`config.mk`:
```
export PLATFORM = sky130hd
export DESIGN_NAME = first_prime_in_sequence_unit
export DESIGN_NICKNAME = d
export VERILOG_FILES = /design/src/hdl/fpis_pkg.sv /design/src/hdl/fpis_dp.sv /design/src/hdl/fpis_ctrl.sv /design/src/hdl/first_prime_in_sequence_unit.sv
export SDC_FILE = /design/constraint.sdc
export NUM_CORES = 1
export LEC_CHECK = 0
export ABC_AREA = 1
export BUFFER_PORTS_ARGS = -buffer_cell sky130_fd_sc_hd__clkbuf_2
export CAP_MARGIN = 20
export CORE_ASPECT_RATIO = 1.25
export CORE_MARGIN = 4
export CORE_UTILIZATION = 59
export CTS_CLUSTER_SIZE = 12
export DETAILED_ROUTE_END_ITERATION = 7
export PLACE_DENSITY = 0.76
export SLEW_MARGIN = 5
export SYNTH_ARGS = -nofsm -noshare
export SYNTH_HDL_FRONTEND = slang
export SYNTH_HIERARCHICAL = 1
export SYNTH_SLANG_ARGS = --single-unit
```
`constraint.sdc`:
```
create_clock -name clock -period 4.5 [get_ports clock]
set_input_delay 0.225 -clock clock [delete_from_list [all_inputs] [get_ports clock]]
set_output_delay 0.225 -clock clock [all_outputs]
set_load 0.01 [all_outputs]
```
`src/hdl/fpis_pkg.sv`:
```
// Shared types and constants for the first prime in sequence unit.
package fpis_pkg;

   localparam int OUT_WIDTH = 16;

   typedef enum logic [2:0] {
      ST_IDLE,
      ST_CHECK,
      ST_DIVIDE,
      ST_TEST,
      ST_FINISH
   } fpis_state_type;

   typedef struct packed {
      logic load_req;
      logic start_div;
      logic div_step;
      logic next_div;
      logic load_out;
      logic out_found;
   } fpis_cmd_type;

   typedef struct packed {
      logic n_small;
      logic sq_gt_n;
      logic div_last;
      logic rem_zero;
      logic out_free;
   } fpis_sts_type;

endpackage

```
`src/hdl/fpis_dp.sv`:
```
// Datapath: candidate, divisor and square registers, bit-serial remainder unit, result register.
module fpis_dp #(
   parameter int VALUE_WIDTH = 16
) (
   input  logic                                 clock,
   input  logic                                 reset,
   input  fpis_pkg::fpis_cmd_type               cmd,
   output fpis_pkg::fpis_sts_type               sts,
   input  logic [fpis_pkg::OUT_WIDTH-1:0]       req_candidate,
   output logic                                 rsp_valid,
   input  logic                                 rsp_stall,
   output logic [fpis_pkg::OUT_WIDTH-1:0]       rsp_prime_value,
   output logic                                 rsp_found
);
   import fpis_pkg::*;

   localparam int W  = VALUE_WIDTH;
   localparam int CW = $clog2(W);

   logic [W+OUT_WIDTH-1:0] cand_wide;
   logic [W+OUT_WIDTH-1:0] n_wide;
   logic [W-1:0]           n_ff, n_in;
   logic [W-1:0]           d_ff, d_in;
   logic [W:0]             sq_ff, sq_in;
   logic [W-1:0]           rem_ff, rem_in;
   logic [CW-1:0]          cnt_ff, cnt_in;
   logic [W:0]             trial;
   logic                   rsp_valid_ff, rsp_valid_in;
   logic [OUT_WIDTH-1:0]   rsp_value_ff, rsp_value_in;
   logic                   rsp_found_ff, rsp_found_in;

   assign cand_wide = {{W{1'b0}}, req_candidate};
   assign n_wide    = {{OUT_WIDTH{1'b0}}, n_ff};
   assign trial     = {rem_ff, n_ff[cnt_ff]};

   always_comb begin
      n_in   = n_ff;
      d_in   = d_ff;
      sq_in  = sq_ff;
      rem_in = rem_ff;
      cnt_in = cnt_ff;
      if (cmd.load_req) begin
         n_in  = cand_wide[W-1:0];
         d_in  = W'(2);
         sq_in = (W+1)'(4);
      end
      if (cmd.start_div) begin
         rem_in = '0;
         cnt_in = CW'(W - 1);
      end
      if (cmd.div_step) begin
         if (trial >= {1'b0, d_ff}) begin
            rem_in = W'(trial - {1'b0, d_ff});
         end else begin
            rem_in = trial[W-1:0];
         end
         cnt_in = cnt_ff - CW'(1);
      end
      if (cmd.next_div) begin
         d_in  = d_ff + W'(1);
         sq_in = sq_ff + {d_ff, 1'b1};
      end
   end

   always_comb begin
      rsp_value_in = rsp_value_ff;
      rsp_found_in = rsp_found_ff;
      if (cmd.load_out) begin
         rsp_valid_in = 1'b1;
         rsp_found_in = cmd.out_found;
         rsp_value_in = cmd.out_found ? n_wide[OUT_WIDTH-1:0] : '0;
      end else begin
         rsp_valid_in = rsp_valid_ff & rsp_stall;
      end
   end

   always_ff @(posedge clock) begin
      n_ff         <= n_in;
      d_ff         <= d_in;
      sq_ff        <= sq_in;
      rem_ff       <= rem_in;
      cnt_ff       <= cnt_in;
      rsp_value_ff <= rsp_value_in;
      rsp_found_ff <= rsp_found_in;
      if (reset) begin
         rsp_valid_ff <= 1'b0;
      end else begin
         rsp_valid_ff <= rsp_valid_in;
      end
   end

   assign sts.n_small  = (n_ff < W'(2));
   assign sts.sq_gt_n  = (sq_ff > {1'b0, n_ff});
   assign sts.div_last = (cnt_ff == '0);
   assign sts.rem_zero = (rem_ff == '0);
   assign sts.out_free = !rsp_valid_ff || !rsp_stall;

   assign rsp_valid       = rsp_valid_ff;
   assign rsp_prime_value = rsp_value_ff;
   assign rsp_found       = rsp_found_ff;

   a_rem_below_divisor: assert property (@(posedge clock) disable iff (reset)
      cmd.div_step |-> (rem_ff < d_ff))
      else $error("remainder not below divisor during division");

   a_square_tracks_divisor: assert property (@(posedge clock) disable iff (reset)
      cmd.start_div |-> ({{(W-1){1'b0}}, sq_ff} == d_ff * d_ff))
      else $error("square register does not match divisor");

   a_found_value_nonzero: assert property (@(posedge clock) disable iff (reset)
      (cmd.load_out && cmd.out_found) |=> (rsp_prime_value != '0))
      else $error("reported prime is zero");

endmodule

```
`src/hdl/fpis_ctrl.sv`:
```
// Controller: state machine sequencing trial division and tracking the sequence state.
module fpis_ctrl (
   input  logic                   clock,
   input  logic                   reset,
   input  logic                   req_valid,
   output logic                   req_stall,
   input  logic                   req_end_of_sequence,
   output fpis_pkg::fpis_cmd_type cmd,
   input  fpis_pkg::fpis_sts_type sts
);
   import fpis_pkg::*;

   fpis_state_type state_ff, state_in;
   logic           last_ff, last_in;
   logic           verdict_ff, verdict_in;
   logic           prime_seen_ff, prime_seen_in;
   logic           emit;

   always_ff @(posedge clock) begin
      if (reset) begin
         state_ff      <= ST_IDLE;
         last_ff       <= 1'b0;
         verdict_ff    <= 1'b0;
         prime_seen_ff <= 1'b0;
      end else begin
         state_ff      <= state_in;
         last_ff       <= last_in;
         verdict_ff    <= verdict_in;
         prime_seen_ff <= prime_seen_in;
      end
   end

   assign emit = verdict_ff || (last_ff && !prime_seen_ff);

   always_comb begin
      state_in      = state_ff;
      last_in       = last_ff;
      verdict_in    = verdict_ff;
      prime_seen_in = prime_seen_ff;
      cmd           = '0;
      req_stall     = 1'b1;
      unique case (state_ff)
         ST_IDLE: begin
            req_stall = 1'b0;
            if (req_valid) begin
               cmd.load_req = 1'b1;
               last_in      = req_end_of_sequence;
               verdict_in   = 1'b0;
               state_in     = ST_CHECK;
            end
         end
         ST_CHECK: begin
            if (prime_seen_ff || sts.n_small) begin
               verdict_in = 1'b0;
               state_in   = ST_FINISH;
            end else if (sts.sq_gt_n) begin
               verdict_in = 1'b1;
               state_in   = ST_FINISH;
            end else begin
               cmd.start_div = 1'b1;
               state_in      = ST_DIVIDE;
            end
         end
         ST_DIVIDE: begin
            cmd.div_step = 1'b1;
            if (sts.div_last) begin
               state_in = ST_TEST;
            end
         end
         ST_TEST: begin
            if (sts.rem_zero) begin
               verdict_in = 1'b0;
               state_in   = ST_FINISH;
            end else begin
               cmd.next_div = 1'b1;
               state_in     = ST_CHECK;
            end
         end
         ST_FINISH: begin
            if (!emit || sts.out_free) begin
               cmd.load_out  = emit;
               cmd.out_found = verdict_ff;
               prime_seen_in = last_ff ? 1'b0 : (prime_seen_ff | verdict_ff);
               state_in      = ST_IDLE;
            end
         end
         default: begin
            state_in = ST_IDLE;
         end
      endcase
   end

   a_load_only_when_free: assert property (@(posedge clock) disable iff (reset)
      cmd.load_out |-> sts.out_free)
      else $error("result loaded while output register is held");

   a_accept_starts_test: assert property (@(posedge clock) disable iff (reset)
      (req_valid && !req_stall) |=> (state_ff == ST_CHECK))
      else $error("accepted request did not start a test");

   a_single_prime_per_sequence: assert property (@(posedge clock) disable iff (reset)
      (state_ff == ST_FINISH && verdict_ff) |-> !prime_seen_ff)
      else $error("second prime reported in one sequence");

endmodule

```
`src/hdl/first_prime_in_sequence_unit.sv`:
```
// Top level of the first prime in sequence unit: controller plus datapath.
//
//   Channel   Direction  Handshake             Payload
//   req_      in         req_valid/req_stall   req_candidate[15:0], req_end_of_sequence
//   rsp_      out        rsp_valid/rsp_stall   rsp_prime_value[15:0], rsp_found
//
// A request that needs no division passes ST_CHECK and ST_FINISH only. Each trial
// divisor d with d*d <= candidate adds a pass of ST_CHECK, ST_DIVIDE and ST_TEST;
// the bit-serial remainder unit runs in ST_DIVIDE. The largest 16-bit prime needs
// 254 trial divisors.
// Reset is synchronous and clears the controller and the output valid flag.
// A held response only stalls a later request that also produces a response.
module first_prime_in_sequence_unit #(
   parameter int VALUE_WIDTH = 16
) (
   input  logic                           clock,
   input  logic                           reset,
   input  logic                           req_valid,
   output logic                           req_stall,
   input  logic [fpis_pkg::OUT_WIDTH-1:0] req_candidate,
   input  logic                           req_end_of_sequence,
   output logic                           rsp_valid,
   input  logic                           rsp_stall,
   output logic [fpis_pkg::OUT_WIDTH-1:0] rsp_prime_value,
   output logic                           rsp_found
);
   import fpis_pkg::*;

   fpis_cmd_type cmd;
   fpis_sts_type sts;

   fpis_ctrl u_ctrl (
      .clock               (clock),
      .reset               (reset),
      .req_valid           (req_valid),
      .req_stall           (req_stall),
      .req_end_of_sequence (req_end_of_sequence),
      .cmd                 (cmd),
      .sts                 (sts)
   );

   fpis_dp #(
      .VALUE_WIDTH (VALUE_WIDTH)
   ) u_dp (
      .clock           (clock),
      .reset           (reset),
      .cmd             (cmd),
      .sts             (sts),
      .req_candidate   (req_candidate),
      .rsp_valid       (rsp_valid),
      .rsp_stall       (rsp_stall),
      .rsp_prime_value (rsp_prime_value),
      .rsp_found       (rsp_found)
   );

endmodule

```
== Yosys cells after proc, flatten, opt, wreduce, memory -nomap -nowiden ==
Index checks and enable logic that the tools add are counted.

* Register bits: 93
* Bits of input ports: 21
* Output and inout bits: 19
* Word-level logic and storage cells: 86

* $add $sub $neg: 4
* Magnitude comparators: 4
* Equal/unequal tests: 9
* Muxes and demuxes: 36
* Bitwise gates (word level): 2
* Reduce and logical (&&, ||, !) cells: 19

{| class="wikitable"
|+ Operators by type and width
! operator !! number
|-
| $mux W16 || 5
|-
| $mux W17 || 2
|-
| $mux W3 || 6
|-
| $add A17 B17 Y17 || 1
|-
| $ge A17 B16 Y1 || 1
|-
| $gt A17 B16 Y1 || 1
|-
| $add A16 B1 Y16 const B || 1
|-
| $logic_not A16 Y1 || 1
|-
| $lt A16 B2 Y1 const B || 1
|-
| $mux W1 || 16
|-
| $sub A16 B16 Y16 || 1
|-
| $pmux W3 S5 || 1
|-
| $mux W4 || 2
|-
| $eq A3 B2 Y1 const B || 2
|-
| $ne A2 B2 Y1 const B || 3
|-
| $lt A4 B5 Y1 const B || 1
|-
| $bmux W1 S4 || 1
|-
| $logic_not A1 Y1 || 4
|-
| $logic_not A4 Y1 || 1
|-
| $logic_or A1 B1 Y1 || 4
|-
| $mux W2 || 2
|-
| $reduce_and A2 Y1 || 2
|-
| $reduce_and A4 Y1 || 1
|-
| $reduce_bool A2 Y1 || 2
|-
| other kinds (12) || 12
|}

== Longest topological paths before layout ==
Gate-level depths: netlist of the first run.

* Word-level depth: 8
* Gate-level depth with buffers: 20
* Mapped depth without buffers: 20

== By module ==
The synthesis of the first run kept the hierarchy.

{| class="wikitable"
|+ By module, submodules not included
! module !! instances !! cells each !! area an instance (µm²) !! seq. area each (µm²)
|-
| fpis_dp || 1 || 809 || 6262.3 || 2602.5
|-
| fpis_ctrl || 1 || 63 || 380.4 || 120.1
|}

== Worst setup path before layout of the first run ==
OpenSTA, ideal clock, no wires.

* Path type: register to register
* Start point: register u_dp.cnt_ff[0]
* End point: register u_dp.rem_ff[8] (data pin)
* Setup time: 251 ps
* Arrival: 2278 ps
* Data required time: 4249 ps
* Path slack: 1971 ps
* Cell stages (with the launch flop): 20
* Path buffers: 1
* Period minus slack after synthesis: 2529 ps
* Cell sequence: edfxtp_1 > clkbuf_1 > a21oi_1 > o21ai_0 > nand3_1 > nand2_1 > nand2_1 > inv_1 > ha_1 > inv_1 > fa_1 > nand2_1 > nand3_1 > and2_1 > nand2_1 > nand3_1 > nand2_1 > nand2_1 > nor2_2 > nor2_1

* Longest elaborated chain between the ends: 5
* Elaborated cells between the ends (all ways): 6
* Those cells by class: 1 x add/sub; 1 x order compare; 4 x mux

{| class="wikitable"
|+ RTL lines
! what !! line !! text
|-
| start, declared || fpis_dp.sv:26 || <nowiki>logic [CW-1:0] cnt_ff, cnt_in;</nowiki>
|-
| start signal, assigned || fpis_dp.sv:82 || <nowiki>cnt_ff <= cnt_in;</nowiki>
|-
| $bmux W1 S4 (*) || fpis_dp.sv:34 || <nowiki>assign trial = {rem_ff, n_ff[cnt_ff]};</nowiki>
|-
| $mux W1 (not written as such) (*) || fpis_dp.sv:34 ||
|-
| $sub A16 B16 Y16 or $ge A17 B16 Y1 (tied branches) || fpis_dp.sv:53, fpis_dp.sv:52 ||
|-
| $mux W16 (*) || fpis_dp.sv:52 || <nowiki>if (trial >= {1'b0, d_ff}) begin</nowiki>
|-
| $mux W16 (*) || fpis_dp.sv:51 || <nowiki>if (cmd.div_step) begin</nowiki>
|-
| end signal, assigned || fpis_dp.sv:81 || <nowiki>rem_ff <= rem_in;</nowiki>
|-
| end, declared || fpis_dp.sv:25 || <nowiki>logic [W-1:0] rem_ff, rem_in;</nowiki>
|}

Every way passes the cells marked *; elsewhere a longest branch is shown, timed or not. The select of a mux whose other input is x is not followed.
A chain may end at the register's enable or synchronous reset.

== Final worst setup path of the first run ==
Same ends and word-level chain as after synthesis.

==> results of run 1 <==
[how the worst min path moves through the flow]
stage / startpoint / end / slack [ps] / cells past startpoint
finish: req_candidate[1] / u_dp/n_ff[1] / 50 / 1
floorplan: reset / u_dp/rsp_valid / 290 / 1
CTS: req_candidate[1] / u_dp/n_ff[1] / 40 / 1
global route: req_candidate[7] / u_dp/n_ff[7] / 50 / 1
detailed placement: req_candidate[1] / u_dp/n_ff[1] / 400 / 1
global placement: req_candidate[8] / u_dp/n_ff[8] / 400 / 1
[cells in the final DEF, fill, tap and decap left out, drive strengths merged, types with 15 or more instances in the layout]
master / netlist / routed
nor2: 109 / 109
nor3: 15 / 15
o21ai: 29 / 29
nand2: 225 / 225
nand3: 60 / 60
a21oi: 57 / 57
inv: 156 / 159
ha: 49 / 49
clkbuf: 8 / 51
nand4: 27 / 27
edfxtp: 86 / 86
[layer usage]
layer | share of wire | global-route usage | routed length (um)
met1 | 0.42 | 0.336 | 6930
met2 | 0.50 | 0.427 | 8150
met3 | 0.041 | 0.0325 | 667
met4 | 0.042 | 0.123 | 699
met5 | 0 | 0 | 0
[cell type report]
type | instances | area [um2]
clock buffer | 12 | 279
clock inverter | 4 | 35.0
fill | 955 | 3830
inverter | 157 | 592
multi-input combinational | 610 | 3240
sequential | 93 | 2720
tap | 135 | 169
timing repair buffer | 41 | 210
[report_power, final]
part | internal [uW] | switching [uW] | leakage [uW]
combinational | 393 | 794 | 0.00246
sequential | 1090 | 112 | 0.000840
clock | 450 | 335 | 0.000156
total | 1930 | 1240 | 0.00346
[cell families after synthesis]
group           count (synthesis)  synth area share
compound gates                 96            0.0755
fa+ha+maj                      51            0.0983
buf+inv                       169             0.102
simple gates                  455             0.304
xor+xnor                        8            0.0105
flops                          93             0.410
[per-stage QoR]
step	power, uW	setup slack, ps	hold slack (ps)
6_report	3170	1460	53.9
5_1_grt	3390	1210	45.6
4_1_cts	3180	1490	41.8
3_5_place_dp	2380	1540	404
3_3_place_gp	2350	1660	405
2_1_floorplan	2090	1970	294
[flip-flops by register name, indices dropped and copies added (netlist names), 3 cells and up]
signal,count
u_dp/n_ff,16
u_dp/d_ff,16
u_dp/rsp_prime_value,16
u_dp/cnt_ff,4
u_ctrl/state_ff,3
u_dp/sq_ff,17
u_dp/rem_ff,16
==> flow_summary.ini, run 1 <==
[pwr]
p_per_area_nw_per_um2 = 438
ir_drop_mv = 0.249
power_leakage_uw = 0.00346

[synthesis]
syn-num-nets = 944
synth_edf_count = 86
yosysWarnings = 6
synth.most_common_cell = nand2_1
ys.flop_type = edfxtp_1
async_flop_share = 0
synth_top_area_share = 0.389
yosys.area.top_type = edfxtp_1
yosys-top-cells-count = nand2_1, inv_1, nor2_1
syn_avg_cell_area_um2 = 7.62
synth_seq_cells = 93
ys_seq_area_frac = 0.410
synthCells = 872
synth_cell_type_count = 37
syn_area_um2 = 6640
synth_area_leaders = edfxtp_1, nand2_1, ha_1

[global_routing]
grt_pass1_wl_um = 26600
antenna_found_initial = 0
grt.overflow.total = 0
grt_max_degree = 34
grt_usage = 0.260
grt_pass1_vias = 5657

[worst_setup_path]
r2r_setup_slack_ps = 1460
crit_top_cell = nand2_1
path_delay_family = simple AND/OR/NAND/NOR gates
critPathMaxStageDelay_ps = 550
path_buf_inv = 3
crit_cells = 18
critPathKind = register to register
critPathCapture = u_dp/rem_ff[8]
timing.rr.end = u_dp/rem_ff[8]
crit_path_end_kind = register
critPathLaunch = u_dp/cnt_ff[0]
critPathLaunchType = register
cp_slowest_cell = edfxtp_1
r2r_cells = 18
path_cells = clkinv_1 -> o21ai_0 -> nand3_1 -> nand2_1 -> nand2_1 -> inv_1 -> ha_1 -> inv_1 -> fa_1 -> nand2_1 -> nand3_1 -> and2_1 -> nand2_1 -> nand3_1 -> nand2_1 -> nand2_1 -> nor2_2 -> nor2_1
reg2reg_from = u_dp/cnt_ff[0]
crit_arrival_ps = 3140
crit_path_max_fanout = 12
crit_required_ps = 4610

[placed_design]
place.detailed.hpwl_um = 12900
port_buffers = 39
place_area_um2 = 6940
dp.cells = 1036
routabilityCongestion = 0.966

[layout]
area_growth_pct = 9.17
design_area_um2 = 7250
final_layout_size_suffix_gt1_frac = 0.106
n_antenna_cell = 0
final_util = 0.654
layout.cells.non_filler = 1052
fin_nets = 984

[cts]
cts_buffers = 9
cts.sink_count = 93
clk_pin_slew_ps = 70
cts_resized = 0
clock-root-buffer = clkbuf_16
cts_buffer_depth = 2
cts_tree = yes
hold_buffers = 0
ctsHtreeMaxLevel = 3
post_cts_buffers = 0
clk_latency_ps = 340

[die]
die_x_um = 103
ios = 40
initial_utilization = 0.599
coreArea_um2 = 11100
rows = 43
die_h_um = 127
dieArea_um2 = 13000

[timing]
setup_viol = 0
worst_pin_slew_ps = 806
hold_viol_final = 0
skew_ps = 6.84
max_freq_mhz = 329
rsz0062_at_grt = false
final.period_utilization = 0.675
timing.slew.headroom = 0.463
slew_violations = 0
timing.final.crit_period_ps = 3040
fin_setup_tns_ps = 0

[detailed_routing]
antenna_left = 0
wl_per_cell_um = 15.6
drt_iter0_drc = 443
dr.pass1.iters = 5
drc_errors = 0
vias = 5873
postRouteWirelength_um = 16400
avgViaCountPerCell = 5.58

[job]
maxCapViolCount = 0

[status]
status = complete, no violations

[hold_path]
hold_class = input pin to register
(Power assumes the default switching activity.)
==> run 2: changes to the inputs <==
--- a/config.mk
+++ b/config.mk
@@ -5,12 +5,12 @@
 export SDC_FILE = /design/constraint.sdc
 export NUM_CORES = 1
 export LEC_CHECK = 0
-export ABC_AREA = 1
+export ABC_AREA = 0
 export BUFFER_PORTS_ARGS = -buffer_cell sky130_fd_sc_hd__clkbuf_2
 export CAP_MARGIN = 20
 export CORE_ASPECT_RATIO = 1.25
 export CORE_MARGIN = 4
-export CORE_UTILIZATION = 59
+export CORE_UTILIZATION = 56
 export CTS_CLUSTER_SIZE = 12
 export DETAILED_ROUTE_END_ITERATION = 7
 export PLACE_DENSITY = 0.76
==> constraint.sdc (replaced) <==
create_clock -name clock -period 2.47 [get_ports clock]
set_input_delay 0.1235 -clock clock [delete_from_list [all_inputs] [get_ports clock]]
set_output_delay 0.1235 -clock clock [all_outputs]
set_load 0.01 [all_outputs]
==> flow_summary.ini, run 2 <==
[worst_setup_path]
crit_arrival_ps = 3810
critPathMaxStageDelay_ps = 570
crit_path_end_kind = register
crit_path_max_fanout = 6
path_buf_inv = 2
critPathKind = register to register
path_delay_family = multiplexers
crit_required_ps = 2580
critPathLaunchType = register
path_cells = mux4_2 -> mux4_2 -> inv_2 -> ha_4 -> inv_4 -> fa_2 -> a21o_1 -> a221o_1 -> a21o_1 -> a21oi_2 -> xnor2_1 -> mux2i_1 -> nor2b_1
cp_slowest_cell = mux4_2

[synthesis]
synth_edf_count = 86
async_flop_share = 0
synth_cell_type_count = 58
syn_area_um2 = 6110
syn_avg_cell_area_um2 = 10.8
yosys-top-cells-count = edfxtp_1, ha_1, inv_1
synthCells = 568
syn-num-nets = 640
synth_top_area_share = 0.423
yosys.area.top_type = edfxtp_1
yosysWarnings = 6
synth_area_leaders = edfxtp_1, ha_1, and2_1
synth.most_common_cell = edfxtp_1
synth_seq_cells = 93
ys_seq_area_frac = 0.445
ys.flop_type = edfxtp_1

[timing]
final.period_utilization = 1.50
slew_violations = 0
max_freq_mhz = 270
setup_viol = 40
rsz0062_at_grt = true
worst_pin_slew_ps = 554
skew_ps = 12.4
timing.slew.headroom = 0.630
setup_ws_ps = -1230
timing.final.crit_period_ps = 3700
hold_viol_final = 0

[placed_design]
routabilityCongestion = 0.946
place.detailed.hpwl_um = 11900
pre_cts_slack_ps = -1150
dp.cells = 854
port_buffers = 39

[cts]
cts.sink_count = 93
clk_latency_ps = 350
clock-root-buffer = clkbuf_16
ctsHtreeMaxLevel = 3
cts_tree = yes
clk_pin_slew_ps = 70
cts_buffers = 9
cts_buffer_depth = 2

[global_routing]
grt_pass1_wl_um = 29100
grt_max_degree = 35
grt_pass1_vias = 5677
grt_usage = 0.299
grt.overflow.total = 0
antenna_found_initial = 0

[die]
rows = 42
die_x_um = 101
initial_utilization = 0.576
ios = 40
dieArea_um2 = 12700
die_h_um = 125
coreArea_um2 = 10600

[pwr]
p_per_area_nw_per_um2 = 675
power_leakage_uw = 0.00380
ir_drop_mv = 0.360

[layout]
area_growth_pct = 37.2
layout.cells.non_filler = 907
nFillCells = 570
regMostFlops = u_dp/sq_ff
n_antenna_cell = 0
final_cell_mix = buf_4, edfxtp_1, ha_1
final_layout_size_suffix_gt1_frac = 0.347
final_common_cell = buf_4
final_util = 0.790
fin_nets = 842
largest_reg_flops = 17

[status]
status = finished with violations
violations = negative setup slack

[detailed_routing]
dr.pass1.iters = 5
avgViaCountPerCell = 6.16
wl_per_cell_um = 21.9
postRouteWirelength_um = 19900
antenna_left = 0
vias = 5586
drc_errors = 0
drt_iter0_drc = 445

[hold_path]
hold_class = input pin to register

[job]
maxCapViolCount = 0
[run 2: cell count changes in the layout (fill, tap and decap cells not counted), sizes merged, moves of 30 or more]
cell,previous run,this run
buf,2,155
a21oi,57,27
inv,159,50
and2,6,40
nand3,60,13
nand2,225,33
nor2,109,17
[run 2: what timing repair did]
item	4_1_cts	5_1_grt
hold buffers	16	0
endpoints found under the setup margin	45	45
cloned	1	0
pin swaps	18	26
hold endpoints to repair	16	0
setup buffers	17	10
gates resized for setup	32	30
[run 2: kinds of logic (layout without fill, tap and decap cells)]
kind of cell,Yosys count,after routing,share of synthesized area
xor gates and xnor gates,38,38,0.0545
AOI/OAI and AO/OA,119,119,0.133
adders and majority gates,51,51,0.107
buffers and inverters,67,274,0.0487
DFF,93,93,0.445
and+or+nand+nor,181,181,0.170
muxes,19,19,0.0414
[run 2: routing by layer]
metal  vias up  GRT usage  part of all wire
met5         -          0                 0
met4         0      0.168             0.060
met3        93     0.0611             0.065
met2       306      0.534              0.53
met1      2700      0.318              0.35
li1       2487          -                 -
[run 2: final timing paths]
path | from | to | slack, ps | cells after the start
setup / recovery | u_dp/cnt_ff[0] | u_dp/rem_ff[8] | -1230 | 13
setup reg to reg | u_dp/cnt_ff[0] | u_dp/rem_ff[8] | -1230 | 13
hold / removal | req_end_of_sequence | u_ctrl/last_ff | 80 | 3
hold reg to reg | u_ctrl/verdict_ff | u_ctrl/verdict_ff | 590 | 2
[run 2: metrics by stage]
stage                     TNS (ps)  instance area (um2)  power (uW)  hold WS [ps]
after floorplan              -8140                 6160        2980           192
after global placement      -22400                 7440        3570           302
after detailed placement    -26620                 7440        3650           303
after CTS                   -21410                 8240        5450          26.8
after global routing        -34730                 8380        5880          70.6
final                       -31790                 8380        5660          76.1
[run 2: area by class of cell]
cell class / count / area (um2) / share of cell area
multi-input combinational: 408 / 3360 / 0.401
sequential: 93 / 2720 / 0.325
timing repair buffer: 210 / 1600 / 0.191
clock buffer: 9 / 225 / 0.0269
inverter: 48 / 188 / 0.0224
tap: 132 / 165 / 0.0197
clock inverter: 7 / 119 / 0.0142
[run 2: where the power goes]
part           internal [uW]  switching (uW)
Sequential              1870             110
Combinational            998            1040
Clock                    994             645
[run 2: worst min-delay path, stage by stage]
cell and delay [ps]:
clkbuf_2 80, mux2i_1 70, nor2_1 120
==> run 3: changes to the inputs <==
--- a/config.mk
+++ b/config.mk
@@ -14,6 +14,7 @@
 export CTS_CLUSTER_SIZE = 12
 export DETAILED_ROUTE_END_ITERATION = 7
 export PLACE_DENSITY = 0.76
+export RECOVER_POWER = 100
 export SLEW_MARGIN = 5
 export SYNTH_ARGS = -nofsm -noshare
 export SYNTH_HDL_FRONTEND = slang
==> flow_summary.ini, run 3 (synthesis gave the netlist of run 2 again) <==
[status]
status = finished with violations
violations = negative setup slack

[die]
die_x_um = 101
dieArea_um2 = 12700
coreArea_um2 = 10600
initial_utilization = 0.576
die_h_um = 125
rows = 42
ios = 40

[cts]
clk_pin_slew_ps = 70
clock-root-buffer = clkbuf_16
cts_buffers = 9
cts_tree = yes
cts_buffer_depth = 2
clk_latency_ps = 350
cts.sink_count = 93
ctsHtreeMaxLevel = 3

[placed_design]
place.detailed.hpwl_um = 11900
port_buffers = 39
routabilityCongestion = 0.946

[pwr]
p_per_area_nw_per_um2 = 677
ir_drop_mv = 0.357
power_leakage_uw = 0.00370
p_total_uw = 5640

[worst_setup_path]
crit_path_max_fanout = 6
cp_slowest_cell = mux4_2
path_cells = mux4_2 -> mux4_2 -> inv_2 -> ha_4 -> inv_4 -> fa_2 -> a21o_1 -> a221o_1 -> a21o_1 -> a21oi_2 -> xnor2_1 -> mux2i_1 -> nor2b_1
crit_path_end_kind = register
critPathMaxStageDelay_ps = 570
path_delay_family = multiplexers
path_buf_inv = 2
critPathLaunchType = register
crit_arrival_ps = 3800
crit_required_ps = 2580
critPathKind = register to register

[layout]
final_common_cell = buf_4
final_cell_mix = buf_4, edfxtp_1, ha_1
area_growth_pct = 36.3
largest_reg_flops = 17
fin_nets = 842
regMostFlops = u_dp/sq_ff
n_antenna_cell = 0
final_layout_size_suffix_gt1_frac = 0.310

[timing]
timing.slew.headroom = 0.210
rsz0062_at_grt = true
skew_ps = 12.5
setup_ws_ps = -1220
setup_viol = 39
worst_pin_slew_ps = 1180
slew_violations = 0
max_freq_mhz = 271
fin_setup_tns_ps = -31140
final.period_utilization = 1.50
hold_viol_final = 0
timing.final.crit_period_ps = 3690

[detailed_routing]
wl_per_cell_um = 21.9
wl_met3_um = 1440
drt_iter0_drc = 435
dr_wl_met2_um = 10400
antenna_left = 0
postRouteWirelength_um = 19900
top_layer = met4
drc_errors = 0
avgViaCountPerCell = 6.21
dr.pass1.iters = 8
vias = 5628
wl_met1_um = 6800

[hold_path]
hold_class = input pin to register

[job]
maxCapViolCount = 0

[global_routing]
grt_max_degree = 35
grt.overflow.total = 0
grt_pass1_wl_um = 29100
grt_pass1_vias = 5677
antenna_found_initial = 0
grt_usage = 0.299
-- run 3: cell types whose count changed in the layout (fill, tap and decap cells not counted) --
cell      before  now
clkbuf_1       0   27
clkbuf_2      39   13
nor3b_1        2    3
nor3b_2        2    1
buf_4        143  142
nor4b_1        0    1
nor4b_4        1    0
-- run 3: power by group --
part / switching, uW / internal [uW]
clock: 641 / 994
sequential: 106 / 1870
combinational: 1040 / 989
-- run 3: tightest hold or removal path, delay by kind of cell --
family	cells	cell delay (ps)
simple gates	1	100
buf+inv	1	80
mux	1	70
-- run 3: layout make-up --
cell class | count | area, um2
Clock inverter | 7 | 119
Fill cell | 590 | 2290
Timing Repair Buffer | 210 | 1570
Inverter | 48 | 188
Multi-Input combinational cell | 408 | 3340
Sequential cell | 93 | 2720
Tap cell | 132 | 165
Clock buffer | 9 | 225
-- run 3: path summary, 6_finish.rpt --
check | startpoint | cells after the start | slack (ps) | end
worst min register to register | u_ctrl/verdict_ff | 2 | 590 | u_ctrl/verdict_ff
worst min-delay path | req_end_of_sequence | 3 | 50 | u_ctrl/last_ff
worst max-delay path | u_dp/cnt_ff[0] | 13 | -1220 | u_dp/rem_ff[8]
worst max register to register | u_dp/cnt_ff[0] | 13 | -1220 | u_dp/rem_ff[8]
-- run 3: layer usage --
metal | GRT usage | vias up
met5 | 0 | -
met4 | 0.168 | 0
met3 | 0.0611 | 97
met2 | 0.534 | 332
met1 | 0.318 | 2713
li1 | - | 2486
-- run 3: stage by stage --
stage / std cells / utilization / worst slack [ps] / hold slack [ps] / cell area, um2
2_1_floorplan: 568 / - / -864 / 192 / 6160
6_report: 907 / 0.785 / -1220 / 51.6 / 8330
4_1_cts: 901 / 0.776 / -1120 / 26.8 / 8240
3_3_place_gp: 854 / 0.701 / -1060 / 302 / 7440
3_5_place_dp: 854 / 0.701 / -1150 / 303 / 7440
5_1_grt: 907 / 0.785 / -1370 / 71.8 / 8330
-- run 3: timing repair --
| item | 4_1_cts | 5_1_grt |
|---|---|---|
| hold buffers | 16 | 0 |
| buffers inserted | 17 | 10 |
| endpoints found under the setup margin | 45 | 45 |
| hold endpoints to repair | 16 | 0 |
| pin swaps | 18 | 26 |
| resized for setup | 32 | 30 |
| cloned | 1 | 0 |
